===== src/sv/wbcs_pkg.sv =====
// Shared types and constants for the white blob centroid steering block.
// Used by every module of the block; depends on nothing.
package wbcs_pkg;

	// Field widths
	localparam int PIX_W      = 8;
	localparam int CFG_W      = 12;
	localparam int SUM_W      = 33;
	localparam int COUNT_W    = 23;
	localparam int MEAN_W     = 11;
	localparam int WIDTH_W    = 14;   // effective width, up to 4095
	localparam int IN_DATA_W  = 24;
	localparam int OUT_DATA_W = 40;

	localparam int                MAX_WIDTH_DEFAULT = 2048;
	localparam logic [CFG_W-1:0]  WIDTH_RESET       = 12'd640;
	localparam logic [PIX_W-1:0]  WHITE_LEVEL       = 8'hFF;
	localparam logic [SUM_W-1:0]  SUM_MAX           = {SUM_W{1'b1}};
	localparam logic [COUNT_W-1:0] COUNT_MAX        = {COUNT_W{1'b1}};

	// floor(x/3) = (x * 43691) >> 17, exact for x below 2^16
	localparam int DIV3_MUL   = 43691;
	localparam int DIV3_SHIFT = 17;

	// Frame queue
	localparam int QUEUE_DEPTH = 2;

	typedef enum logic [1:0] {
		CMD_STOP    = 2'd0,
		CMD_FORWARD = 2'd1,
		CMD_LEFT    = 2'd2,
		CMD_RIGHT   = 2'd3
	} steer_cmd_t;

	typedef enum logic [1:0] {
		BK_IDLE,
		BK_DIV,
		BK_FIN
	} back_state_t;

	// Totals of one finished frame, handed from front to back
	typedef struct packed {
		logic [SUM_W-1:0]   sum;
		logic [COUNT_W-1:0] count;
		logic [WIDTH_W-1:0] width;
	} frame_totals_t;

endpackage


===== src/sv/wbcs_front.sv =====
// Front end: takes pixels, classifies white ones, accumulates column sum and count.
// Pushes one frame_totals_t per frame into the queue. Depends on wbcs_pkg.
module wbcs_front import wbcs_pkg::*; #(
	parameter int MAX_WIDTH = MAX_WIDTH_DEFAULT
) (
	input  logic                 clk,
	input  logic                 arst_n,
	input  logic [CFG_W-1:0]     image_width,
	input  logic                 pix_valid,
	output logic                 pix_ready,
	input  logic [PIX_W-1:0]     red,
	input  logic [PIX_W-1:0]     green,
	input  logic [PIX_W-1:0]     blue,
	input  logic                 frame_end,
	input  logic                 queue_full,
	output logic                 push,
	output frame_totals_t        push_data
);

	localparam int COL_W = $clog2(MAX_WIDTH);

	logic [COL_W-1:0]   column_q;
	logic [SUM_W-1:0]   sum_q;
	logic [COUNT_W-1:0] count_q;

	logic               accept;
	logic               white;
	logic [WIDTH_W-1:0] eff_width;
	logic [SUM_W:0]     sum_add;
	logic [SUM_W-1:0]   sum_next;
	logic [COUNT_W-1:0] count_next;
	logic [WIDTH_W-1:0] column_inc;

	assign pix_ready = !queue_full;
	assign accept    = pix_valid && pix_ready;
	assign white     = (red == WHITE_LEVEL) && (green == WHITE_LEVEL) && (blue == WHITE_LEVEL);

	// Clamp the configured width to 1..MAX_WIDTH
	always_comb begin
		if (image_width == '0) begin
			eff_width = WIDTH_W'(1);
		end else if ({{(WIDTH_W-CFG_W){1'b0}}, image_width} > WIDTH_W'(MAX_WIDTH)) begin
			eff_width = WIDTH_W'(MAX_WIDTH);
		end else begin
			eff_width = {{(WIDTH_W-CFG_W){1'b0}}, image_width};
		end
	end

	// Saturating accumulate of the current pixel
	always_comb begin
		sum_add    = {1'b0, sum_q} + (SUM_W+1)'(column_q);
		sum_next   = sum_q;
		count_next = count_q;
		if (white) begin
			sum_next   = sum_add[SUM_W] ? SUM_MAX : sum_add[SUM_W-1:0];
			count_next = (count_q == COUNT_MAX) ? count_q : count_q + 1'b1;
		end
		column_inc = WIDTH_W'(column_q) + 1'b1;
	end

	assign push            = accept && frame_end;
	assign push_data.sum   = sum_next;
	assign push_data.count = count_next;
	assign push_data.width = eff_width;

	// Accumulators and column counter; cleared after the frame's last pixel
	always_ff @(posedge clk or negedge arst_n) begin
		if (!arst_n) begin
			column_q <= '0;
			sum_q    <= '0;
			count_q  <= '0;
		end else if (accept) begin
			if (frame_end) begin
				column_q <= '0;
				sum_q    <= '0;
				count_q  <= '0;
			end else begin
				column_q <= (column_inc >= eff_width) ? '0 : column_inc[COL_W-1:0];
				sum_q    <= sum_next;
				count_q  <= count_next;
			end
		end
	end

endmodule


===== src/sv/wbcs_queue.sv =====
// Short queue of frame totals between front and back end.
// Depends on wbcs_pkg for frame_totals_t.
module wbcs_queue import wbcs_pkg::*; #(
	parameter int DEPTH = QUEUE_DEPTH
) (
	input  logic          clk,
	input  logic          arst_n,
	input  logic          push,
	input  frame_totals_t push_data,
	input  logic          pop,
	output frame_totals_t pop_data,
	output logic          full,
	output logic          empty
);

	localparam int PTR_W = (DEPTH > 1) ? $clog2(DEPTH) : 1;
	localparam int CNT_W = $clog2(DEPTH + 1);

	frame_totals_t    entry_q [DEPTH];
	logic [PTR_W-1:0] wr_ptr_q;
	logic [PTR_W-1:0] rd_ptr_q;
	logic [CNT_W-1:0] fill_q;

	assign full     = (fill_q == CNT_W'(DEPTH));
	assign empty    = (fill_q == '0);
	assign pop_data = entry_q[rd_ptr_q];

	// Entry storage
	always_ff @(posedge clk) begin
		if (push) begin
			entry_q[wr_ptr_q] <= push_data;
		end
	end

	// Pointers and fill level
	always_ff @(posedge clk or negedge arst_n) begin
		if (!arst_n) begin
			wr_ptr_q <= '0;
			rd_ptr_q <= '0;
			fill_q   <= '0;
		end else begin
			if (push) begin
				wr_ptr_q <= (wr_ptr_q == PTR_W'(DEPTH - 1)) ? '0 : wr_ptr_q + 1'b1;
			end
			if (pop) begin
				rd_ptr_q <= (rd_ptr_q == PTR_W'(DEPTH - 1)) ? '0 : rd_ptr_q + 1'b1;
			end
			case ({push, pop})
				2'b10:   fill_q <= fill_q + 1'b1;
				2'b01:   fill_q <= fill_q - 1'b1;
				default: fill_q <= fill_q;
			endcase
		end
	end

endmodule


===== src/sv/wbcs_back.sv =====
// Back end: divides column sum by white count one quotient bit per cycle,
// picks the steering command and holds it in the output register. Depends on wbcs_pkg.
module wbcs_back import wbcs_pkg::*; (
	input  logic                  clk,
	input  logic                  arst_n,
	input  logic                  queue_empty,
	input  frame_totals_t         queue_data,
	output logic                  pop,
	output logic                  out_valid,
	input  logic                  out_ready,
	output logic [OUT_DATA_W-1:0] out_data
);

	localparam int STEP_W = $clog2(SUM_W + 1);

	back_state_t        state_q, state_next;
	logic [SUM_W-1:0]   quo_q;      // dividend shifting out, quotient shifting in
	logic [COUNT_W-1:0] rem_q;
	logic [COUNT_W-1:0] den_q;
	logic [WIDTH_W-1:0] left_q;
	logic [WIDTH_W-1:0] right_q;
	logic [STEP_W-1:0]  step_q;

	logic               out_valid_q;
	steer_cmd_t         cmd_q;
	logic [MEAN_W-1:0]  mean_q;
	logic [COUNT_W-1:0] total_q;

	logic               load;
	logic               step;
	logic               finish;
	logic               slot_free;
	logic [COUNT_W:0]   trial;
	logic [COUNT_W:0]   trial_sub;
	logic [31:0]        left_prod;
	logic [31:0]        right_prod;
	steer_cmd_t         cmd_new;

	assign slot_free = !out_valid_q || out_ready;

	// Control sequence
	always_comb begin
		state_next = state_q;
		load       = 1'b0;
		step       = 1'b0;
		finish     = 1'b0;
		case (state_q)
			BK_IDLE: begin
				if (!queue_empty) begin
					load       = 1'b1;
					state_next = (queue_data.count == '0) ? BK_FIN : BK_DIV;
				end
			end
			BK_DIV: begin
				step = 1'b1;
				if (step_q == STEP_W'(SUM_W - 1)) begin
					state_next = BK_FIN;
				end
			end
			BK_FIN: begin
				if (slot_free) begin
					finish     = 1'b1;
					state_next = BK_IDLE;
				end
			end
			default: state_next = BK_IDLE;
		endcase
	end

	assign pop = load;

	always_ff @(posedge clk or negedge arst_n) begin
		if (!arst_n) begin
			state_q <= BK_IDLE;
		end else begin
			state_q <= state_next;
		end
	end

	// Boundaries width/3 and 2*width/3 by reciprocal multiply
	assign left_prod  = 32'(queue_data.width) * 32'(DIV3_MUL);
	assign right_prod = {17'd0, queue_data.width, 1'b0} * 32'(DIV3_MUL);

	// One restoring division step
	assign trial     = {rem_q, quo_q[SUM_W-1]};
	assign trial_sub = trial - {1'b0, den_q};

	// Divider datapath
	always_ff @(posedge clk) begin
		if (load) begin
			quo_q   <= queue_data.sum;
			rem_q   <= '0;
			den_q   <= queue_data.count;
			left_q  <= WIDTH_W'(left_prod >> DIV3_SHIFT);
			right_q <= WIDTH_W'(right_prod >> DIV3_SHIFT);
			step_q  <= '0;
		end else if (step) begin
			if (!trial_sub[COUNT_W]) begin
				rem_q <= trial_sub[COUNT_W-1:0];
				quo_q <= {quo_q[SUM_W-2:0], 1'b1};
			end else begin
				rem_q <= trial[COUNT_W-1:0];
				quo_q <= {quo_q[SUM_W-2:0], 1'b0};
			end
			step_q <= step_q + 1'b1;
		end
	end

	// Command from the mean, stop when no pixel was white; a mean on a boundary goes forward
	always_comb begin
		if (den_q == '0) begin
			cmd_new = CMD_STOP;
		end else if (quo_q > SUM_W'(right_q)) begin
			cmd_new = CMD_RIGHT;
		end else if (quo_q < SUM_W'(left_q)) begin
			cmd_new = CMD_LEFT;
		end else begin
			cmd_new = CMD_FORWARD;
		end
	end

	// Output register
	always_ff @(posedge clk or negedge arst_n) begin
		if (!arst_n) begin
			out_valid_q <= 1'b0;
		end else if (finish) begin
			out_valid_q <= 1'b1;
		end else if (out_ready) begin
			out_valid_q <= 1'b0;
		end
	end

	always_ff @(posedge clk) begin
		if (finish) begin
			cmd_q   <= cmd_new;
			mean_q  <= (den_q == '0) ? '0 : quo_q[MEAN_W-1:0];
			total_q <= den_q;
		end
	end

	assign out_valid = out_valid_q;
	assign out_data  = {
		(OUT_DATA_W - COUNT_W - MEAN_W - 2)'(0), total_q, mean_q, cmd_q
	};

endmodule


===== src/sv/white_blob_centroid_steer_top.sv =====
// Top level of the white blob centroid steering block.
// Instantiates wbcs_front, wbcs_queue and wbcs_back; depends on wbcs_pkg.
//
// Usage:
//  - Pixels enter on the s_axis channel in raster order, one transfer per pixel,
//    s_axis_tlast on the last pixel of a frame. A pixel is white when red, green
//    and blue are all 255.
//  - One result leaves on the m_axis channel per frame: steering command, truncated
//    mean column of the white pixels and the white pixel count.
//  - cfg_wr_en/cfg_wr_data set the row width (1..MAX_WIDTH after clamping);
//    write it only while no frame is in flight.
//  - Throughput: one pixel per cycle while the frame queue has room.
//  - From the last pixel's transfer to m_axis_tvalid, a frame with white pixels
//    passes the queue, a load, 33 one-bit steps of the sum/count divider and the
//    output write; a frame with none skips the divider steps. The divider serves one
//    frame at a time; a two-entry queue of frame totals sits in front of it.
//  - When the receiver stalls, the result waits in the output register, the
//    divider finishes the next frame and waits, and the queue fills; once it
//    is full s_axis_tready drops.
//  - Reset clears the accumulators, column counter, queue and output valid and
//    sets the width to 640.
module white_blob_centroid_steer_top import wbcs_pkg::*; #(
	parameter int MAX_WIDTH = MAX_WIDTH_DEFAULT
) (
	input  logic                  clk,
	input  logic                  arst_n,
	input  logic                  cfg_wr_en,
	input  logic [CFG_W-1:0]      cfg_wr_data,    // image_width
	input  logic                  s_axis_tvalid,
	output logic                  s_axis_tready,
	input  logic [IN_DATA_W-1:0]  s_axis_tdata,   // red[7:0], green[15:8], blue[23:16]
	input  logic                  s_axis_tlast,   // frame_end
	output logic                  m_axis_tvalid,
	input  logic                  m_axis_tready,
	output logic [OUT_DATA_W-1:0] m_axis_tdata    // steer_command[1:0], mean_column[12:2],
	                                              // white_total[35:13], zero[39:36]
);

	logic [CFG_W-1:0] image_width_q;
	logic             push;
	logic             pop;
	logic             queue_full;
	logic             queue_empty;
	frame_totals_t    push_data;
	frame_totals_t    pop_data;

	// Width register
	always_ff @(posedge clk or negedge arst_n) begin
		if (!arst_n) begin
			image_width_q <= WIDTH_RESET;
		end else if (cfg_wr_en) begin
			image_width_q <= cfg_wr_data;
		end
	end

	wbcs_front #(
		.MAX_WIDTH (MAX_WIDTH)
	) u_front (
		.clk         (clk),
		.arst_n      (arst_n),
		.image_width (image_width_q),
		.pix_valid   (s_axis_tvalid),
		.pix_ready   (s_axis_tready),
		.red         (s_axis_tdata[7:0]),
		.green       (s_axis_tdata[15:8]),
		.blue        (s_axis_tdata[23:16]),
		.frame_end   (s_axis_tlast),
		.queue_full  (queue_full),
		.push        (push),
		.push_data   (push_data)
	);

	wbcs_queue #(
		.DEPTH (QUEUE_DEPTH)
	) u_queue (
		.clk       (clk),
		.arst_n    (arst_n),
		.push      (push),
		.push_data (push_data),
		.pop       (pop),
		.pop_data  (pop_data),
		.full      (queue_full),
		.empty     (queue_empty)
	);

	wbcs_back u_back (
		.clk         (clk),
		.arst_n      (arst_n),
		.queue_empty (queue_empty),
		.queue_data  (pop_data),
		.pop         (pop),
		.out_valid   (m_axis_tvalid),
		.out_ready   (m_axis_tready),
		.out_data    (m_axis_tdata)
	);

`ifndef SYNTHESIS
	// A frame is stop exactly when it had no white pixel
	a_stop_iff_none: assert property (@(posedge clk) disable iff (!arst_n)
		m_axis_tvalid |->
			((m_axis_tdata[35:13] == '0) == (m_axis_tdata[1:0] == CMD_STOP)))
		else $error("stop command does not match white count");

	// Stop frames report a zero mean
	a_stop_mean_zero: assert property (@(posedge clk) disable iff (!arst_n)
		(m_axis_tvalid && (m_axis_tdata[1:0] == CMD_STOP)) |-> (m_axis_tdata[12:2] == '0))
		else $error("stop result with nonzero mean");

	// The back end never takes totals from an empty queue
	a_no_pop_empty: assert property (@(posedge clk) disable iff (!arst_n)
		pop |-> !queue_empty)
		else $error("frame queue popped while empty");
`endif

endmodule

===== config.mk =====
export PLATFORM = sky130hd
export DESIGN_NAME = white_blob_centroid_steer_top
export DESIGN_NICKNAME = d
export VERILOG_FILES = /design/src/sv/wbcs_pkg.sv /design/src/sv/wbcs_front.sv /design/src/sv/wbcs_queue.sv /design/src/sv/wbcs_back.sv /design/src/sv/white_blob_centroid_steer_top.sv
export SDC_FILE = /design/constraint.sdc
export NUM_CORES = 1
export LEC_CHECK = 0
export BUFFER_PORTS_ARGS = -buffer_cell sky130_fd_sc_hd__buf_2
export CAP_MARGIN = 20
export CORE_ASPECT_RATIO = 1.5
export CORE_MARGIN = 8
export CORE_UTILIZATION = 58
export CTS_BUF_LIST = sky130_fd_sc_hd__clkbuf_8
export CTS_CLUSTER_SIZE = 24
export DETAILED_ROUTE_END_ITERATION = 7
export GPL_TIMING_DRIVEN = 0
export HOLD_SLACK_MARGIN = 0.15
export PLACE_DENSITY_LB_ADDON = 0.05
export SETUP_SLACK_MARGIN = 0.1
export SYNTH_ARGS = -nofsm -noshare
export SYNTH_HDL_FRONTEND = slang
export SYNTH_SLANG_ARGS = --single-unit

===== constraint.sdc =====
create_clock -name clk -period 7.03 [get_ports clk]
set_input_delay 0 -clock clk [delete_from_list [all_inputs] [get_ports clk]]
set_output_delay 0 -clock clk [all_outputs]
set_load 0.01 [all_outputs]

# == Word-level counts from Yosys, hierarchy flattened ==
# Memory sizes are Yosys's and may differ from the RTL's.
# Index checks and enable logic that the tools add are counted.
# word_totals
ff_bits,234
mem_bits_rw,136
inputBits,42
output_inout_bits,42
word_cells,96
n_memories,1
# classes
add_sub_neg,9
multipliers,2
order_cmp,4
eq_ne,13
n_mux,33
n_reduce_logical,16
# memory_table
name,depth,width,rd,rd_ports_with_merged_regs,write_ports,line,source
u_queue.entry_q,2,68,1,0,1,wbcs_queue.sv:19,frame_totals_t entry_q [DEPTH];
# ops
cell,count
33-bit 2-to-1 mux,5
23-bit 2-to-1 mux,4
"14-bit by 16-bit multiplier with 30-bit output, second input constant",2
23-bit logical NOT,2
33-bit by 11-bit adder with 34-bit output,1
33-bit by 14-bit greater-than comparator with 1-bit output,1
33-bit by 13-bit less-than comparator with 1-bit output,1
"8-bit equality test, second input constant",3
12-bit 2-to-1 mux,2
24-bit by 23-bit subtractor with 24-bit output,1
"23-bit by 1-bit adder with 23-bit output, second input constant",1
"23-bit equality test, second input constant",1
11-bit 2-to-1 mux,2
14-bit >= comparator,1
"11-bit by 1-bit adder with 12-bit output, second input constant",1
"12-bit greater-than comparator, second input constant",1
12-bit logical NOT,1
1-bit 2-to-1 mux,12
2-bit 2-to-1 mux,6
"6-bit by 1-bit adder with 6-bit output, second input constant",1
"2-bit equality test, second input constant",3
"6-bit equality test, second input constant",1
2-bit case mux with 3 select lines,1
2-bit nonzero test,3
12 further kinds,20

# == Logic depth before layout (Yosys ltp) ==
# logic_depth
depth_word,6
mapped_depth,26

# == By module ==
# From an unflattened synthesis, not the netlist that was laid out.
# unflattened
hier_cells,1844
hier_area_um2,21629.5
# modules_own_cells
module,instances,cells_per_inst,area_each_um2,seq_area_each_um2
wbcs_back,1,906,10203.5,3838.7
wbcs_queue,1,234,5586.6,4304.1
wbcs_front,1,679,5352.6,1676.6
white_blob_centroid_steer_top,1,25,486.7,302.8

# == Least setup slack after synthesis ==
# Ideal clock, no wire load.
# synth_path
kind,register -> register
start,register u_queue.rd_ptr_q
end,"register u_back.right_q[12], data pin"
setup_time_ps,270
arrival_ps,6556
path_slack_ps,204
path_stages_with_launch,25
synth_period_minus_slack_ps,6826
cell_sequence,dfrtp_1 > buf_2 > buf_1 > clkbuf_1 > clkbuf_1 > mux2i_1 > inv_1 > ha_1 > fa_1 > xnor2_1 > fa_1 > inv_1 > fa_1 > inv_1 > fa_1 > inv_1 > ha_1 > nand3_1 > nand2_1 > or4_1 > a41o_1 > o21ai_0 > a21oi_1 > o41ai_1 > xnor2_1
# synth_via
elab_chain_cells,2
# synth_lines
element,line,source
start: declaration,wbcs_queue.sv:21,logic [PTR_W-1:0] rd_ptr_q;
start signal: assignment,wbcs_queue.sv:46,rd_ptr_q <= (rd_ptr_q == PTR_W'(DEPTH - 1)) ? '0 : rd_ptr_q + 1'b1;
memory 2 x 68 bit,n/a,
14-bit by 16-bit multiplier with 30-bit output,wbcs_back.sv:82,"assign right_prod = {17'd0, queue_data.width, 1'b0} * 32'(DIV3_MUL);"
end signal: assignment,wbcs_back.sv:95,right_q <= WIDTH_W'(right_prod >> DIV3_SHIFT);
end: declaration,wbcs_back.sv:21,logic [WIDTH_W-1:0] right_q;
# Every way passes these cells.
# A chain may end at the register's enable or synchronous reset.

# == Final worst setup path ==
# Same ends and word-level chain as after synthesis.

==> metrics.yaml <==
synth:
  ys_ff_latch: 357
  yosys_warnings: 0
  synth_enable_flop_cells: 242
  ys.flop_type: "edfxtp_1"
  synth.cell_area_um2: 20500
  synthDistinctLibCells: 83
  syn_area_per_cell_um2: 11.2
  synth_cells: 1834
  ys_seq_area_share_pct: 48.9
  ys_async_sr_fraction_pct: 24.1
finish:
  syn_to_final_growth_pct: 13.7
  fin_cells: 2542
  drive_gt1_share_pct: 12.5
  finalNetCount: 2272
  most-common-layout-cells: "242 x edfxtp_1, 176 x inv_1, 166 x ha_1"
  mostFrequentLayoutCell: "edfxtp_1"
  fin_util_pct: 66.6
  fill_cells: 2743
timing:
  fin_setup_tns_ps: 0
  hold_viol_final: 0
  tightestPinTransition_ps: 959
  clock_skew_ps: 38.2
  relSlewSlack_pct: 36.0
  slew_viol_final: 0
  setup_viol: 0
  min_period_ps: 6530
  min_period_over_period_pct: 92.9
  rsz0062_at_grt: "no"
  max_freq_ghz: 0.153
  fin_ws_ps: 502
clocking:
  cts_buffers: 55
  clk_pin_slew_ps: 70
  clock_sinks: 357
  htreeDepth: 2
  clock_latency_ps: 620
  cts_tree: "done"
  clk_path_buf_depth: 3
  root_buffer: "clkbuf_8"
place:
  preCtsSetupSlack_ps: -1740
  gp_congestion: 0.970
  dp_cells: 2394
  io_buffers: 78
  hpwlAfterDp_um: 35000
drt:
  remaining_drc_errors: 0
  drtIter0Drc: 715
  vias_per_cell: 5.68
  vias: 14500
  ant_nets: 0
  wire_per_inst_um: 18.5
  routed_wirelength_um: 46900
  drtPass1Iterations: 6
worst_setup_path:
  required_ps: 7360
  cp_data_arrival_time_ps: 6860
  crit_path_end_kind: "flip-flop"
  path_max_fanout: 18
  crit_type: "reg -> reg"
  start_kind: "flip-flop"
floorplanning:
  fp.dieW_um: 169
  fp.dieH_um: 246
  start_util_pct: 58.6
  rows: 84
  io_pins: 84
  die-area_um2: 41700
  coreArea_um2: 34900
status:
  status: "completed"
global_routing:
  grt_pass1_wl_um: 75900
  grt_use_total_pct: 22.8
  gr-total-overflow: 0
  antenna_found_initial: 1
  first_global_vias: 15100
  grt_max_degree: 63
job:
  drv_cap: 0
worst_hold_path:
  hold_class: "in -> reg"
[layout make-up]
cell class              count  area (um^2)  share of cell area (%)
flip-flops and latches    357        10000                    43.0
multi-input cells        1251         9590                    41.3
repair buffers            128          983                    4.23
clock buffers              65          895                    3.85
inverters                 158          593                    2.55
well taps                 473          592                    2.55
plain buffers              70          352                    1.51
clock inverters            39          235                    1.01
diodes                      1         2.50                  0.0108
[cell usage after synthesis, drive strengths merged (7+ instances only)]
cell type | number | area [um^2]
buf | 16 | 115
o21a | 8 | 60.1
mux2i | 67 | 671
o211ai | 7 | 57.6
a311oi | 7 | 61.3
and2 | 13 | 81.3
a21oi | 83 | 423
ha | 166 | 2080
nor3 | 35 | 180
clkbuf | 55 | 206
mux2 | 48 | 541
xor2 | 34 | 298
fa | 43 | 861
edfxtp | 242 | 7270
nand2b | 22 | 138
a22o | 10 | 87.6
and3 | 19 | 119
nand4 | 28 | 175
a211oi | 13 | 110
a31oi | 19 | 119
dfrtp | 84 | 2100
dfxtp | 29 | 581
a21o | 26 | 195
nor2b | 25 | 156
o21ai | 113 | 569
xnor2 | 60 | 526
inv | 158 | 593
nor2 | 92 | 348
nand3 | 43 | 225
nor4 | 19 | 134
nand2 | 163 | 612
[state kept, by name (all words and copies together), names as in the netlist, 6 cells and up]
| register | flops |
|---|---|
| u_queue.entry_q | 136 |
| u_back.den_q | 23 |
| u_back.total_q | 23 |
| u_front.count_q | 23 |
| image_width_q | 12 |
| u_back.right_q | 14 |
| u_back.mean_q | 11 |
| u_back.quo_q | 33 |
| u_front.column_q | 11 |
| u_front.sum_q | 33 |
| u_back.rem_q | 23 |
| u_back.step_q | 6 |
[routing by layer]
metal / vias up / global-route usage, % / part of all wire (%) / wire length (um)
met5: - / 0 / 0 / 0
met2: 320 / 40.9 / 51 / 23800
li1: 6989 / - / - / -
met1: 7042 / 27.0 / 41 / 19500
met3: 100 / 2.87 / 3.8 / 1800
met4: 0 / 9.87 / 3.9 / 1840
[path summary, 6_finish.rpt]
check	from	end	slack [ps]	depth (start not counted)
min in group asynchronous	arst_n	image_width_q[2]	440	4
min reg2reg	u_back.rem_q[10]	u_back.rem_q[10]	470	2
min	cfg_wr_en	image_width_q[2]	240	3
max	u_queue.rd_ptr_q	u_back.right_q[12]	500	24
max reg2reg	u_queue.rd_ptr_q	u_back.right_q[12]	500	24
max in group asynchronous	arst_n	u_front.count_q[20]	6240	4
[worst max-delay path, cell delays in order (launching register included)]
cell and delay [ps]:
dfrtp_1 350, buf_8 210, clkbuf_4 290, mux2_2 410, ha_1 280, clkbuf_1 260, and2_1 190, ha_1 250
xnor2_1 140, fa_1 480, inv_1 60, fa_1 540, inv_1 60, fa_1 500, inv_1 40, ha_1 300
nand3_1 80, nand2_1 60, or4_1 530, a41o_1 340, o21ai_2 190, a21oi_1 150, o41ai_2 300, buf_4 170
xnor2_1 60
[metrics by stage]
| stage | hold slack [ps] | cell area, um^2 |
|---|---|---|
| detailed placement | -56.2 | 21600 |
| global route | 224 | 23200 |
| CTS | 172 | 23200 |
| finish | 242 | 23200 |
| floorplan | -296 | 20500 |
| global placement | 211 | 21400 |
[repair_timing]
| action | 4_1_cts | 5_1_grt |
|---|---|---|
| setup buffers | 1 | 0 |
| resized for setup | 11 | 7 |
| pin swaps | 1 | 0 |
| hold endpoints to repair | 137 | 0 |
| hold buffers | 43 | 0 |
| gates cloned | 0 | 0 |
| setup endpoints to repair | 14 | 5 |
[kinds of logic after synthesis]
logic type	share of synthesized area, %
simple gates	11.7
flops	48.9
compound gates	10.6
buf+inv	4.47
fa+ha+maj	14.4
mux	5.92
xor+xnor	4.03
other cells	0.0183
Power is not shown: default switching activity piles up to over one toggle a cycle in this logic, so the estimate is an artifact.
